[src/sv/i2crts_pkg.sv]
// ----------------------------------------------------------------------------
// i2crts_pkg
// Shared types and codes for the I2C register transaction sequencer.
// ----------------------------------------------------------------------------
`default_nettype none

package i2crts_pkg;

	// input operation codes
	typedef enum logic [2:0] {
		OP_START  = 3'd0,
		OP_WRBYTE = 3'd1,
		OP_MDONE  = 3'd2,
		OP_SBYTE  = 3'd3,
		OP_TICK   = 3'd4
	} op_t;

	// engine actions
	typedef enum logic [2:0] {
		ACT_ADDR     = 3'd0,
		ACT_SEND     = 3'd1,
		ACT_REQ      = 3'd2,
		ACT_DELIVER  = 3'd3,
		ACT_STOP     = 3'd4,
		ACT_FINISH   = 3'd5,
		ACT_READNEXT = 3'd6
	} action_t;

	// completion status
	typedef enum logic [2:0] {
		ST_OK     = 3'd0,
		ST_NODEV  = 3'd1,
		ST_NOACK  = 3'd2,
		ST_BUSERR = 3'd3,
		ST_BADLEN = 3'd4
	} status_t;

	// sequencer phase
	typedef enum logic [3:0] {
		PH_IDLE      = 4'd0,
		PH_MB_ADDR   = 4'd1,
		PH_MB_REGHI  = 4'd2,
		PH_MB_REGLO  = 4'd3,
		PH_NEED_BYTE = 4'd4,
		PH_MB_DATA   = 4'd5,
		PH_SB_WAIT   = 4'd6
	} phase_t;

	localparam logic [15:0] WAIT_RESET = 16'd2000;
	localparam logic [7:0]  READ_BIT   = 8'h01;
	localparam logic [1:0]  REG_MAX    = 2'd2;
	localparam logic [1:0]  REG_ALL    = 2'd3;
	localparam int          MAX_RES    = 3;

	// one input item
	typedef struct packed {
		logic [2:0]  op;
		logic        is_read;
		logic [7:0]  device_byte;
		logic [1:0]  reg_bytes;
		logic [15:0] reg_addr;
		logic [15:0] length;
		logic [7:0]  write_byte;
		logic        rx_nack;
		logic        arb_lost;
		logic        bus_fault;
		logic [7:0]  rx_byte;
	} item_t;

	// one result item
	typedef struct packed {
		action_t    action;
		logic [7:0] byte_value;
		logic       nack_next;
		status_t    status;
		logic       last;
	} result_t;

	// transaction context held between items
	typedef struct packed {
		phase_t      phase;
		logic [15:0] reg_addr;
		logic [7:0]  device;
		logic        is_read;
		logic [1:0]  reg_bytes;
		status_t     pending;
		logic [15:0] wait_count;
	} hold_t;

	// build a result with last cleared
	function automatic result_t mk_res(action_t a, logic [7:0] v, logic n, status_t s);
		result_t r;
		r.action     = a;
		r.byte_value = v;
		r.nack_next  = n;
		r.status     = s;
		r.last       = 1'b0;
		return r;
	endfunction

endpackage

`default_nettype wire

[src/sv/i2crts_step.sv]
// ----------------------------------------------------------------------------
// i2crts_step
// Next-context and result logic for one item against the held context.
// ----------------------------------------------------------------------------
`default_nettype none

module i2crts_step #(
	parameter int COUNT_BITS = 16
) (
	input  wire i2crts_pkg::item_t              item,
	input  wire i2crts_pkg::hold_t              hold,
	input  wire logic [COUNT_BITS-1:0]          rem,
	input  wire logic [15:0]                    wait_limit,
	output i2crts_pkg::hold_t                   hold_nxt,
	output logic [COUNT_BITS-1:0]               rem_nxt,
	output i2crts_pkg::result_t [2:0]           res,
	output logic [1:0]                          res_cnt
);

	localparam logic [COUNT_BITS-1:0] ONE = COUNT_BITS'(1);

	logic [1:0]            rb;
	logic [COUNT_BITS-1:0] len_c;
	logic [COUNT_BITS-1:0] rem_dec;
	logic [15:0]           wc_dec;
	logic                  mb_wait;

	assign rb      = (item.reg_bytes == i2crts_pkg::REG_ALL) ? i2crts_pkg::REG_MAX
	                                                         : item.reg_bytes;
	assign len_c   = item.length[COUNT_BITS-1:0];
	assign rem_dec = rem - ONE;
	assign wc_dec  = hold.wait_count - 16'd1;
	assign mb_wait = (hold.phase == i2crts_pkg::PH_MB_ADDR)  ||
	                 (hold.phase == i2crts_pkg::PH_MB_REGHI) ||
	                 (hold.phase == i2crts_pkg::PH_MB_REGLO) ||
	                 (hold.phase == i2crts_pkg::PH_MB_DATA);

	// sequence step
	always_comb begin
		hold_nxt = hold;
		rem_nxt  = rem;
		res_cnt  = 2'd0;
		for (int i = 0; i < i2crts_pkg::MAX_RES; i++) begin
			res[i] = i2crts_pkg::mk_res(i2crts_pkg::ACT_ADDR, 8'h00, 1'b0, i2crts_pkg::ST_OK);
		end
		case (item.op)
			i2crts_pkg::OP_START: begin
				if (hold.phase == i2crts_pkg::PH_IDLE) begin
					hold_nxt.is_read   = item.is_read;
					hold_nxt.device    = item.device_byte;
					hold_nxt.reg_bytes = rb;
					hold_nxt.reg_addr  = item.reg_addr;
					rem_nxt            = len_c;
					res_cnt            = 2'd1;
					if (item.is_read && len_c == '0) begin
						res[0] = i2crts_pkg::mk_res(i2crts_pkg::ACT_FINISH, 8'h00, 1'b0,
							i2crts_pkg::ST_BADLEN);
					end else if (item.is_read && rb == 2'd0) begin
						res[0] = i2crts_pkg::mk_res(i2crts_pkg::ACT_ADDR,
							item.device_byte | i2crts_pkg::READ_BIT, len_c == ONE,
							i2crts_pkg::ST_OK);
						hold_nxt.pending    = i2crts_pkg::ST_NOACK;
						hold_nxt.phase      = i2crts_pkg::PH_SB_WAIT;
						hold_nxt.wait_count = wait_limit;
					end else begin
						res[0] = i2crts_pkg::mk_res(i2crts_pkg::ACT_ADDR, item.device_byte,
							1'b0, i2crts_pkg::ST_OK);
						hold_nxt.pending    = i2crts_pkg::ST_NODEV;
						hold_nxt.phase      = i2crts_pkg::PH_MB_ADDR;
						hold_nxt.wait_count = wait_limit;
					end
				end
			end
			i2crts_pkg::OP_WRBYTE: begin
				if (hold.phase == i2crts_pkg::PH_NEED_BYTE) begin
					res[0] = i2crts_pkg::mk_res(i2crts_pkg::ACT_SEND, item.write_byte, 1'b0,
						i2crts_pkg::ST_OK);
					res_cnt             = 2'd1;
					rem_nxt             = rem_dec;
					hold_nxt.phase      = i2crts_pkg::PH_MB_DATA;
					hold_nxt.wait_count = wait_limit;
				end
			end
			i2crts_pkg::OP_MDONE: begin
				if (mb_wait) begin
					if (item.bus_fault || item.rx_nack || item.arb_lost) begin
						// failure: stop then finish
						res[0] = i2crts_pkg::mk_res(i2crts_pkg::ACT_STOP, 8'h00, 1'b0,
							i2crts_pkg::ST_OK);
						res[1] = i2crts_pkg::mk_res(i2crts_pkg::ACT_FINISH, 8'h00, 1'b0,
							(!item.bus_fault && item.rx_nack) ? hold.pending
							                                  : i2crts_pkg::ST_BUSERR);
						res_cnt        = 2'd2;
						hold_nxt.phase = i2crts_pkg::PH_IDLE;
					end else begin
						hold_nxt.pending = i2crts_pkg::ST_NOACK;
						res_cnt          = 2'd1;
						if (hold.phase == i2crts_pkg::PH_MB_ADDR && hold.reg_bytes >= 2'd2) begin
							res[0] = i2crts_pkg::mk_res(i2crts_pkg::ACT_SEND,
								hold.reg_addr[15:8], 1'b0, i2crts_pkg::ST_OK);
							hold_nxt.phase      = i2crts_pkg::PH_MB_REGHI;
							hold_nxt.wait_count = wait_limit;
						end else if ((hold.phase == i2crts_pkg::PH_MB_ADDR &&
						              hold.reg_bytes == 2'd1) ||
						             hold.phase == i2crts_pkg::PH_MB_REGHI) begin
							res[0] = i2crts_pkg::mk_res(i2crts_pkg::ACT_SEND,
								hold.reg_addr[7:0], 1'b0, i2crts_pkg::ST_OK);
							hold_nxt.phase      = i2crts_pkg::PH_MB_REGLO;
							hold_nxt.wait_count = wait_limit;
						end else if (hold.phase == i2crts_pkg::PH_MB_REGLO && hold.is_read) begin
							// repeated start in the read direction
							res[0] = i2crts_pkg::mk_res(i2crts_pkg::ACT_ADDR,
								hold.device | i2crts_pkg::READ_BIT, rem == ONE,
								i2crts_pkg::ST_OK);
							hold_nxt.phase      = i2crts_pkg::PH_SB_WAIT;
							hold_nxt.wait_count = wait_limit;
						end else if (rem != '0) begin
							res[0] = i2crts_pkg::mk_res(i2crts_pkg::ACT_REQ, 8'h00, 1'b0,
								i2crts_pkg::ST_OK);
							hold_nxt.phase = i2crts_pkg::PH_NEED_BYTE;
						end else begin
							res[0] = i2crts_pkg::mk_res(i2crts_pkg::ACT_STOP, 8'h00, 1'b0,
								i2crts_pkg::ST_OK);
							res[1] = i2crts_pkg::mk_res(i2crts_pkg::ACT_FINISH, 8'h00, 1'b0,
								i2crts_pkg::ST_OK);
							res_cnt        = 2'd2;
							hold_nxt.phase = i2crts_pkg::PH_IDLE;
						end
					end
				end
			end
			i2crts_pkg::OP_SBYTE: begin
				if (hold.phase == i2crts_pkg::PH_SB_WAIT) begin
					if (item.rx_nack || item.arb_lost) begin
						res[0] = i2crts_pkg::mk_res(i2crts_pkg::ACT_STOP, 8'h00, 1'b0,
							i2crts_pkg::ST_OK);
						res[1] = i2crts_pkg::mk_res(i2crts_pkg::ACT_FINISH, 8'h00, 1'b0,
							item.rx_nack ? i2crts_pkg::ST_NOACK : i2crts_pkg::ST_BUSERR);
						res_cnt        = 2'd2;
						hold_nxt.phase = i2crts_pkg::PH_IDLE;
					end else begin
						res[0] = i2crts_pkg::mk_res(i2crts_pkg::ACT_DELIVER, item.rx_byte, 1'b0,
							i2crts_pkg::ST_OK);
						rem_nxt = rem_dec;
						if (rem_dec == '0) begin
							res[1] = i2crts_pkg::mk_res(i2crts_pkg::ACT_STOP, 8'h00, 1'b0,
								i2crts_pkg::ST_OK);
							res[2] = i2crts_pkg::mk_res(i2crts_pkg::ACT_FINISH, 8'h00, 1'b0,
								i2crts_pkg::ST_OK);
							res_cnt        = 2'd3;
							hold_nxt.phase = i2crts_pkg::PH_IDLE;
						end else begin
							res[1] = i2crts_pkg::mk_res(i2crts_pkg::ACT_READNEXT, 8'h00,
								rem_dec == ONE, i2crts_pkg::ST_OK);
							res_cnt             = 2'd2;
							hold_nxt.wait_count = wait_limit;
						end
					end
				end
			end
			i2crts_pkg::OP_TICK: begin
				if (hold.phase != i2crts_pkg::PH_IDLE &&
				    hold.phase != i2crts_pkg::PH_NEED_BYTE) begin
					hold_nxt.wait_count = wc_dec;
					if (wc_dec == 16'd0) begin
						// wait timeout
						res[0] = i2crts_pkg::mk_res(i2crts_pkg::ACT_STOP, 8'h00, 1'b0,
							i2crts_pkg::ST_OK);
						res[1] = i2crts_pkg::mk_res(i2crts_pkg::ACT_FINISH, 8'h00, 1'b0,
							i2crts_pkg::ST_BUSERR);
						res_cnt        = 2'd2;
						hold_nxt.phase = i2crts_pkg::PH_IDLE;
					end
				end
			end
			default: begin
				res_cnt = 2'd0;
			end
		endcase
		// mark the final result of this item
		case (res_cnt)
			2'd1:    res[0].last = 1'b1;
			2'd2:    res[1].last = 1'b1;
			2'd3:    res[2].last = 1'b1;
			default: res[0].last = 1'b0;
		endcase
	end

endmodule

`default_nettype wire

[src/sv/i2crts_outbuf.sv]
// ----------------------------------------------------------------------------
// i2crts_outbuf
// Result register holding up to three results, drained one per transfer.
// ----------------------------------------------------------------------------
`default_nettype none

module i2crts_outbuf (
	input  wire logic                          clk,
	input  wire logic                          arst_n,
	input  wire logic                          load,
	input  wire i2crts_pkg::result_t [2:0]     res,
	input  wire logic [1:0]                    res_cnt,
	input  wire logic                          out_ready,
	output logic                               out_valid,
	output i2crts_pkg::result_t                out_res,
	output logic                               free
);

	i2crts_pkg::result_t [2:0] buf_q;
	logic [1:0]                cnt_q;
	logic [1:0]                idx_q;
	logic                      take;

	assign out_valid = (cnt_q != 2'd0);
	assign take      = out_valid && out_ready;
	assign free      = (cnt_q == 2'd0) || (cnt_q == 2'd1 && out_ready);

	// select the current entry
	always_comb begin
		case (idx_q)
			2'd0:    out_res = buf_q[0];
			2'd1:    out_res = buf_q[1];
			2'd2:    out_res = buf_q[2];
			default: out_res = buf_q[0];
		endcase
	end

	// fill and drain control
	always_ff @(posedge clk or negedge arst_n) begin
		if (!arst_n) begin
			cnt_q <= 2'd0;
			idx_q <= 2'd0;
		end else if (load) begin
			cnt_q <= res_cnt;
			idx_q <= 2'd0;
		end else if (take) begin
			cnt_q <= cnt_q - 2'd1;
			idx_q <= idx_q + 2'd1;
		end
	end

	// result payload
	always_ff @(posedge clk) begin
		if (load) begin
			buf_q <= res;
		end
	end

endmodule

`default_nettype wire

[src/sv/i2c_register_transaction_sequencer.sv]
// ----------------------------------------------------------------------------
// i2c_register_transaction_sequencer
// Runs I2C register read and write transactions above a byte-level engine.
// ----------------------------------------------------------------------------
//
// channel   handshake                  payload
// input     in_valid / in_ready        op, is_read, device_byte, reg_bytes, reg_addr,
//                                      length, write_byte, rx_nack, arb_lost,
//                                      bus_fault, rx_byte
// output    out_valid / out_ready      action, byte_value, nack_next, status, last
// config    wait_limit_we              wait_limit_wdata
//
// An item is registered on transfer and evaluated from the input register, loading
// up to three results into the result register once that register is free.
// One item per cycle is accepted while each item gives at most one result;
// an item with more results stalls the input until all but its last result are
// taken, and any output stall adds to that.
// Reset clears the context and sets wait_limit to 2000.
// ----------------------------------------------------------------------------
`default_nettype none

module i2c_register_transaction_sequencer #(
	parameter int COUNT_BITS = 16
) (
	input  wire logic        clk,
	input  wire logic        arst_n,
	input  wire logic        wait_limit_we,
	input  wire logic [15:0] wait_limit_wdata,
	input  wire logic        in_valid,
	output logic             in_ready,
	input  wire logic [2:0]  op,
	input  wire logic        is_read,
	input  wire logic [7:0]  device_byte,
	input  wire logic [1:0]  reg_bytes,
	input  wire logic [15:0] reg_addr,
	input  wire logic [15:0] length,
	input  wire logic [7:0]  write_byte,
	input  wire logic        rx_nack,
	input  wire logic        arb_lost,
	input  wire logic        bus_fault,
	input  wire logic [7:0]  rx_byte,
	output logic             out_valid,
	input  wire logic        out_ready,
	output logic [2:0]       action,
	output logic [7:0]       byte_value,
	output logic             nack_next,
	output logic [2:0]       status,
	output logic             last
);

	logic [15:0]               wait_limit_q;
	i2crts_pkg::item_t         item_s1;
	logic                      valid_s1;
	i2crts_pkg::hold_t         hold_q;
	logic [COUNT_BITS-1:0]     rem_q;
	i2crts_pkg::hold_t         hold_nxt;
	logic [COUNT_BITS-1:0]     rem_nxt;
	i2crts_pkg::result_t [2:0] res;
	logic [1:0]                res_cnt;
	i2crts_pkg::result_t       out_res;
	logic                      buf_free;
	logic                      advance;

	assign advance  = valid_s1 && buf_free;
	assign in_ready = !valid_s1 || buf_free;

	// configuration register
	always_ff @(posedge clk or negedge arst_n) begin
		if (!arst_n) begin
			wait_limit_q <= i2crts_pkg::WAIT_RESET;
		end else if (wait_limit_we) begin
			wait_limit_q <= wait_limit_wdata;
		end
	end

	// input register valid
	always_ff @(posedge clk or negedge arst_n) begin
		if (!arst_n) begin
			valid_s1 <= 1'b0;
		end else if (in_ready) begin
			valid_s1 <= in_valid;
		end
	end

	// input register payload
	always_ff @(posedge clk) begin
		if (in_valid && in_ready) begin
			item_s1.op          <= op;
			item_s1.is_read     <= is_read;
			item_s1.device_byte <= device_byte;
			item_s1.reg_bytes   <= reg_bytes;
			item_s1.reg_addr    <= reg_addr;
			item_s1.length      <= length;
			item_s1.write_byte  <= write_byte;
			item_s1.rx_nack     <= rx_nack;
			item_s1.arb_lost    <= arb_lost;
			item_s1.bus_fault   <= bus_fault;
			item_s1.rx_byte     <= rx_byte;
		end
	end

	// transaction context
	always_ff @(posedge clk or negedge arst_n) begin
		if (!arst_n) begin
			hold_q.phase      <= i2crts_pkg::PH_IDLE;
			hold_q.reg_addr   <= 16'd0;
			hold_q.device     <= 8'd0;
			hold_q.is_read    <= 1'b0;
			hold_q.reg_bytes  <= 2'd0;
			hold_q.pending    <= i2crts_pkg::ST_OK;
			hold_q.wait_count <= 16'd0;
			rem_q             <= '0;
		end else if (advance) begin
			hold_q <= hold_nxt;
			rem_q  <= rem_nxt;
		end
	end

	i2crts_step #(
		.COUNT_BITS (COUNT_BITS)
	) u_step (
		.item       (item_s1),
		.hold       (hold_q),
		.rem        (rem_q),
		.wait_limit (wait_limit_q),
		.hold_nxt   (hold_nxt),
		.rem_nxt    (rem_nxt),
		.res        (res),
		.res_cnt    (res_cnt)
	);

	i2crts_outbuf u_outbuf (
		.clk       (clk),
		.arst_n    (arst_n),
		.load      (advance),
		.res       (res),
		.res_cnt   (res_cnt),
		.out_ready (out_ready),
		.out_valid (out_valid),
		.out_res   (out_res),
		.free      (buf_free)
	);

	// result fields
	assign action     = out_res.action;
	assign byte_value = out_res.byte_value;
	assign nack_next  = out_res.nack_next;
	assign status     = out_res.status;
	assign last       = out_res.last;

endmodule

`default_nettype wire

[config.mk]
export PLATFORM = sky130hd
export DESIGN_NAME = i2c_register_transaction_sequencer
export DESIGN_NICKNAME = d
export VERILOG_FILES = /design/src/sv/i2crts_pkg.sv /design/src/sv/i2crts_step.sv /design/src/sv/i2crts_outbuf.sv /design/src/sv/i2c_register_transaction_sequencer.sv
export SDC_FILE = /design/constraint.sdc
export NUM_CORES = 1
export LEC_CHECK = 0
export CAP_MARGIN = 40
export CORE_ASPECT_RATIO = 0.75
export CORE_MARGIN = 2
export CORE_UTILIZATION = 40
export CTS_CLUSTER_SIZE = 14
export DETAILED_ROUTE_END_ITERATION = 10
export DONT_BUFFER_PORTS = 1
export PLACE_DENSITY = 0.62
export SETUP_SLACK_MARGIN = 0.02
export SLEW_MARGIN = 20
export SYNTH_ARGS = -nofsm -noshare
export SYNTH_HDL_FRONTEND = slang
export SYNTH_SLANG_ARGS = --single-unit
[constraint.sdc]
create_clock -name clk -period 4.8 [get_ports clk]
set_input_delay 0.72 -clock clk [delete_from_list [all_inputs] [get_ports clk]]
set_output_delay 0.72 -clock clk [all_outputs]
set_load 0.01 [all_outputs]
==> impl_results.html <==
<table>
<tr><th>Metric</th><th>Value</th></tr>
<tr><th colspan="2">CTS</th></tr>
<tr><td>Post-CTS Setup Bufs</td><td>0</td></tr>
<tr><td>H-tree level count</td><td>4</td></tr>
<tr><td>Clock latency of the later-clocked register in the worst-skew pair</td><td>0.44 ns</td></tr>
<tr><td># resized after CTS</td><td>0</td></tr>
<tr><td>Longest Clk Path Bufs</td><td>2</td></tr>
<tr><td>CTS tree</td><td>built</td></tr>
<tr><td>Number of buffers inserted during clock tree synthesis</td><td>17</td></tr>
<tr><td>Clock-pin slew on the worst setup and hold paths</td><td>0.07 ns</td></tr>
<tr><td>CTS Root Buffer Type</td><td>sky130_fd_sc_hd__clkbuf_16</td></tr>
<tr><td>TritonCTS sink count</td><td>173</td></tr>
<tr><th colspan="2">Placed design</th></tr>
<tr><td>Number of buffer cells added on primary ports</td><td>0</td></tr>
<tr><td>Cell count after placement</td><td>947</td></tr>
<tr><td>Area of placed instances</td><td>8567 um^2</td></tr>
<tr><td>Worst Setup Slack post-DPL</td><td>1.330 ns</td></tr>
<tr><td>HPWL after DPL</td><td>14460 um</td></tr>
<tr><td>Routability Congestion</td><td>0.9007</td></tr>
<tr><th colspan="2">Yosys</th></tr>
<tr><td>Warning count from the yosys run</td><td>0</td></tr>
<tr><td>Count of flip-flops with a built-in enable after synthesis</td><td>89</td></tr>
<tr><td>Biggest area consumer among synthesized cells</td><td>sky130_fd_sc_hd__edfxtp_1</td></tr>
<tr><td>Commonest register cell after synthesis</td><td>sky130_fd_sc_hd__edfxtp_1</td></tr>
<tr><td>Proportion of synthesized flip-flops having asynchronous set or reset</td><td>0.4855</td></tr>
<tr><td>Instance count of the mapped netlist</td><td>709</td></tr>
<tr><td>Top cells by count, synth</td><td>89 x sky130_fd_sc_hd__edfxtp_1, 78 x sky130_fd_sc_hd__dfrtp_1, 57 x sky130_fd_sc_hd__nor2_1, 44 x sky130_fd_sc_hd__a21oi_1</td></tr>
<tr><td>Synthesized area</td><td>8293 um^2</td></tr>
<tr><td>Number of library cell types mapped by synthesis</td><td>72</td></tr>
<tr><td>Library cell with the highest instance count after synthesis</td><td>sky130_fd_sc_hd__edfxtp_1</td></tr>
<tr><td>Per-instance average area after synthesis</td><td>11.70 um^2</td></tr>
<tr><td>Number of storage elements in the synthesis netlist</td><td>173</td></tr>
<tr><td>Share of the synthesized area in the top cell type</td><td>0.3223</td></tr>
<tr><td>Sequential element share of the synthesized area</td><td>0.5766</td></tr>
<tr><td>Synth area leaders</td><td>sky130_fd_sc_hd__edfxtp_1 32%, sky130_fd_sc_hd__dfrtp_1 24%, sky130_fd_sc_hd__mux2_2 5.7%</td></tr>
<tr><td>Number of nets in the synthesized netlist</td><td>806</td></tr>
<tr><th colspan="2">Cells and area</th></tr>
<tr><td>Design area</td><td>9164 um^2</td></tr>
<tr><td>Filler-free cell count of the finished design</td><td>986</td></tr>
<tr><td>Share of final-layout standard cells stronger than drive strength 1</td><td>0.1770</td></tr>
<tr><td>Area growth syn-to-layout</td><td>10.50%</td></tr>
<tr><td>Nets</td><td>807</td></tr>
<tr><td>Final core utilization</td><td>0.4521</td></tr>
<tr><td>Fill count</td><td>1860</td></tr>
<tr><th colspan="2">Timing</th></tr>
<tr><td>Final total negative setup slack</td><td>0 ns</td></tr>
<tr><td>Highest achievable clock rate</td><td>0.2864 GHz</td></tr>
<tr><td>Worst Hold Slack</td><td>0.1193 ns</td></tr>
<tr><td>Worst-Margin Slew</td><td>0.8068 ns</td></tr>
<tr><td>Final Worst Setup Slack</td><td>1.309 ns</td></tr>
<tr><td>Share of the clock period used by the worst path</td><td>0.7274</td></tr>
<tr><td>Tightest slew margin relative to the limit</td><td>0.4601</td></tr>
<tr><td>Final hold vios</td><td>0</td></tr>
<tr><td>Number of max-slew violations in the final report</td><td>0</td></tr>
<tr><td>Worst Clk Skew</td><td>0.01630 ns</td></tr>
<tr><td>Fin crit period</td><td>3.491 ns</td></tr>
<tr><td>Total of endpoints with negative setup slack in the final report</td><td>0</td></tr>
<tr><td>Setup repair after global routing missed its margin</td><td>no</td></tr>
<tr><th colspan="2">Critical path</th></tr>
<tr><td>Slack of the worst reg-to-reg path</td><td>1.31 ns</td></tr>
<tr><td>Type of the worst setup path</td><td>flip-flop to flip-flop</td></tr>
<tr><td>Logic depth of the worst register-to-register path</td><td>11</td></tr>
<tr><td>Required time at the worst-slack endpoint</td><td>5.11 ns</td></tr>
<tr><td>Worst setup SP type</td><td>flip-flop</td></tr>
<tr><td>Maximum net fanout on the critical path</td><td>13</td></tr>
<tr><td>Destination of the worst register-to-register timing path</td><td>hold_q[6]</td></tr>
<tr><td>Worst R2R Start</td><td>rem_q[0]</td></tr>
<tr><td>Signal arrival time at the worst endpoint</td><td>3.80 ns</td></tr>
<tr><td>Worst setup EP type</td><td>flip-flop</td></tr>
<tr><th colspan="2">Drt</th></tr>
<tr><td>Routed length per instance</td><td>20.49 um</td></tr>
<tr><td>Residual antenna-violating net count after detailed routing</td><td>0</td></tr>
<tr><td>Drt drc</td><td>0</td></tr>
<tr><td>Total Routed Length</td><td>20210 um</td></tr>
<tr><td>First-pass DRT Iterations</td><td>6</td></tr>
<tr><td>Via count</td><td>5715</td></tr>
<tr><td>Via density per instance</td><td>5.796</td></tr>
<tr><td>First DRT Iteration DRCs</td><td>543</td></tr>
<tr><th colspan="2">Global route</th></tr>
<tr><td>Met1 Resource Use GR</td><td>0.2800</td></tr>
<tr><td>M3 GR Usage</td><td>0.07167</td></tr>
<tr><td>Overflow left after global routing</td><td>0</td></tr>
<tr><td>Met2 Resource Use GR</td><td>0.2719</td></tr>
<tr><td>Initial antenna violation count</td><td>3</td></tr>
<tr><td>First-pass GRT wire length</td><td>32200 um</td></tr>
<tr><td>Overall track demand over capacity in global routing</td><td>0.1940</td></tr>
<tr><td>Maximum number of pins on one net before global-route repair</td><td>79</td></tr>
<tr><td>Layer with the highest usage after global routing</td><td>met1</td></tr>
<tr><td>Vias in the first global route</td><td>5750</td></tr>
<tr><th colspan="2">Pwr</th></tr>
<tr><td>Power per cell area</td><td>615.1 nW/um^2</td></tr>
<tr><td>Proportion of power drawn by combinational gates</td><td>0.316</td></tr>
<tr><td>Sw Share</td><td>0.3779</td></tr>
<tr><td>Cell-internal power</td><td>3.507 mW</td></tr>
<tr><td>Leak pwr</td><td>3.432 nW</td></tr>
<tr><td>Clk network pwr share</td><td>0.234</td></tr>
<tr><td>Net switching power</td><td>2.130 mW</td></tr>
<tr><td>Total power of the final layout</td><td>5.637 mW</td></tr>
<tr><td>Sequential fraction of design power</td><td>0.450</td></tr>
<tr><td>Highest ir drop seen on vdd</td><td>0.3525 mV</td></tr>
<tr><th colspan="2">Die</th></tr>
<tr><td>Die outline width</td><td>170.3 um</td></tr>
<tr><td>Initial standard-cell utilization of the core</td><td>0.4091</td></tr>
<tr><td>IO Pins</td><td>104</td></tr>
<tr><td>Area of the die</td><td>21910 um^2</td></tr>
<tr><td>Core outline area</td><td>20270 um^2</td></tr>
<tr><td>Die Span Y</td><td>128.7 um</td></tr>
<tr><td>Number of cell rows</td><td>45</td></tr>
<tr><th colspan="2">Status</th></tr>
<tr><td>Run status</td><td>completed</td></tr>
<tr><th colspan="2">Worst hold path</th></tr>
<tr><td>Kind of path behind the tightest hold check</td><td>input pin to async pin</td></tr>
<tr><th colspan="2">Run</th></tr>
<tr><td>Max-capacitance violation count</td><td>0</td></tr>
</table>
[repair_timing]
action / in CTS / in global routing
setup endpoints to repair: 0 / 0
endpoints found under the hold margin: 78 / 0
hold buffers: 1 / 0
[how the worst max path moves through the flow]
stage	cells past startpoint	startpoint	endpoint	slack (ns)
floorplan	3	out_ready	item_s1[0]	1.89
global placement	11	rem_q[0]	hold_q[6]	1.51
global route	11	rem_q[0]	hold_q[13]	1.05
CTS	11	rem_q[0]	hold_q[6]	1.31
detailed placement	11	rem_q[0]	hold_q[6]	1.33
finish	11	rem_q[0]	hold_q[6]	1.31
[flip-flops by register name, summed over array words and instances, names as in the netlist]
register,cells
wait_limit_q,16
rem_q,16
u_outbuf.idx_q,2
item_s1,65
u_outbuf.cnt_q,2
valid_s1,1
u_outbuf.buf_q,24
hold_q,47
[metal layers]
layer | vias to the layer above | routed length [um]
met4 | 2 | 299
met1 | 2819 | 9623
met2 | 201 | 8568
met3 | 20 | 1702
li1 | 2673 | -
met5 | - | 13
[cells by family after synthesis]
kind of cell               Yosys count  synth area share
buffers and inverters               58           0.02972
and+or+nand+nor                    227            0.1495
DFF                                173            0.5766
xor gates and xnor gates             9          0.009506
AOI/OAI and AO/OA                  178            0.1454
adders and majority gates           12           0.01780
other                                1         0.0004522
muxes                               51           0.07091
[critical path: stages (launching register included)]
cell	delay, ns
sky130_fd_sc_hd__dfrtp_1	0.44
sky130_fd_sc_hd__inv_1	0.18
sky130_fd_sc_hd__ha_1	0.29
sky130_fd_sc_hd__nor3b_1	0.49
sky130_fd_sc_hd__xnor2_1	0.18
sky130_fd_sc_hd__nand4_1	0.16
sky130_fd_sc_hd__or2_1	0.30
sky130_fd_sc_hd__nor4_4	0.24
sky130_fd_sc_hd__buf_4	0.24
sky130_fd_sc_hd__or2_1	0.50
sky130_fd_sc_hd__buf_4	0.28
sky130_fd_sc_hd__o21ai_2	0.07
[cell usage in the layout (no fill, tap or decap), drive strengths merged, types with 15 or more instances in the layout]
cell type	instances
edfxtp	89
buf	15
inv	29
dfrtp	78
nand2	42
mux2	47
nor2	58
a21oi	44
nor4	16
nor3	22
clkbuf	20
o21ai	55
and2	16
[final cells by class]
cell class	instances	area, um^2	area share
Sequential cell	173	4782	0.5218
Multi-Input combinational cell	478	3266	0.3564
Clock buffer	20	436.7	0.04765
Tap cell	258	322.8	0.03523
Timing Repair Buffer	15	135.1	0.01475
Clock inverter	12	115.1	0.01256
Inverter	25	93.84	0.01024
Antenna cell	5	12.51	0.001365
[power by group through the flow]
stage / combinational, mW / clock, mW / sequential [mW]
after detailed placement: 1.75 / 0 / 2.56
after CTS: 1.77 / 1.35 / 2.53
after global placement: 1.69 / 0 / 2.54
after floorplan: 1.41 / 0 / 2.39
final: 1.78 / 1.32 / 2.54
after global routing: 1.98 / 1.42 / 2.60
Note: power is estimated with default switching activity, not from simulation.
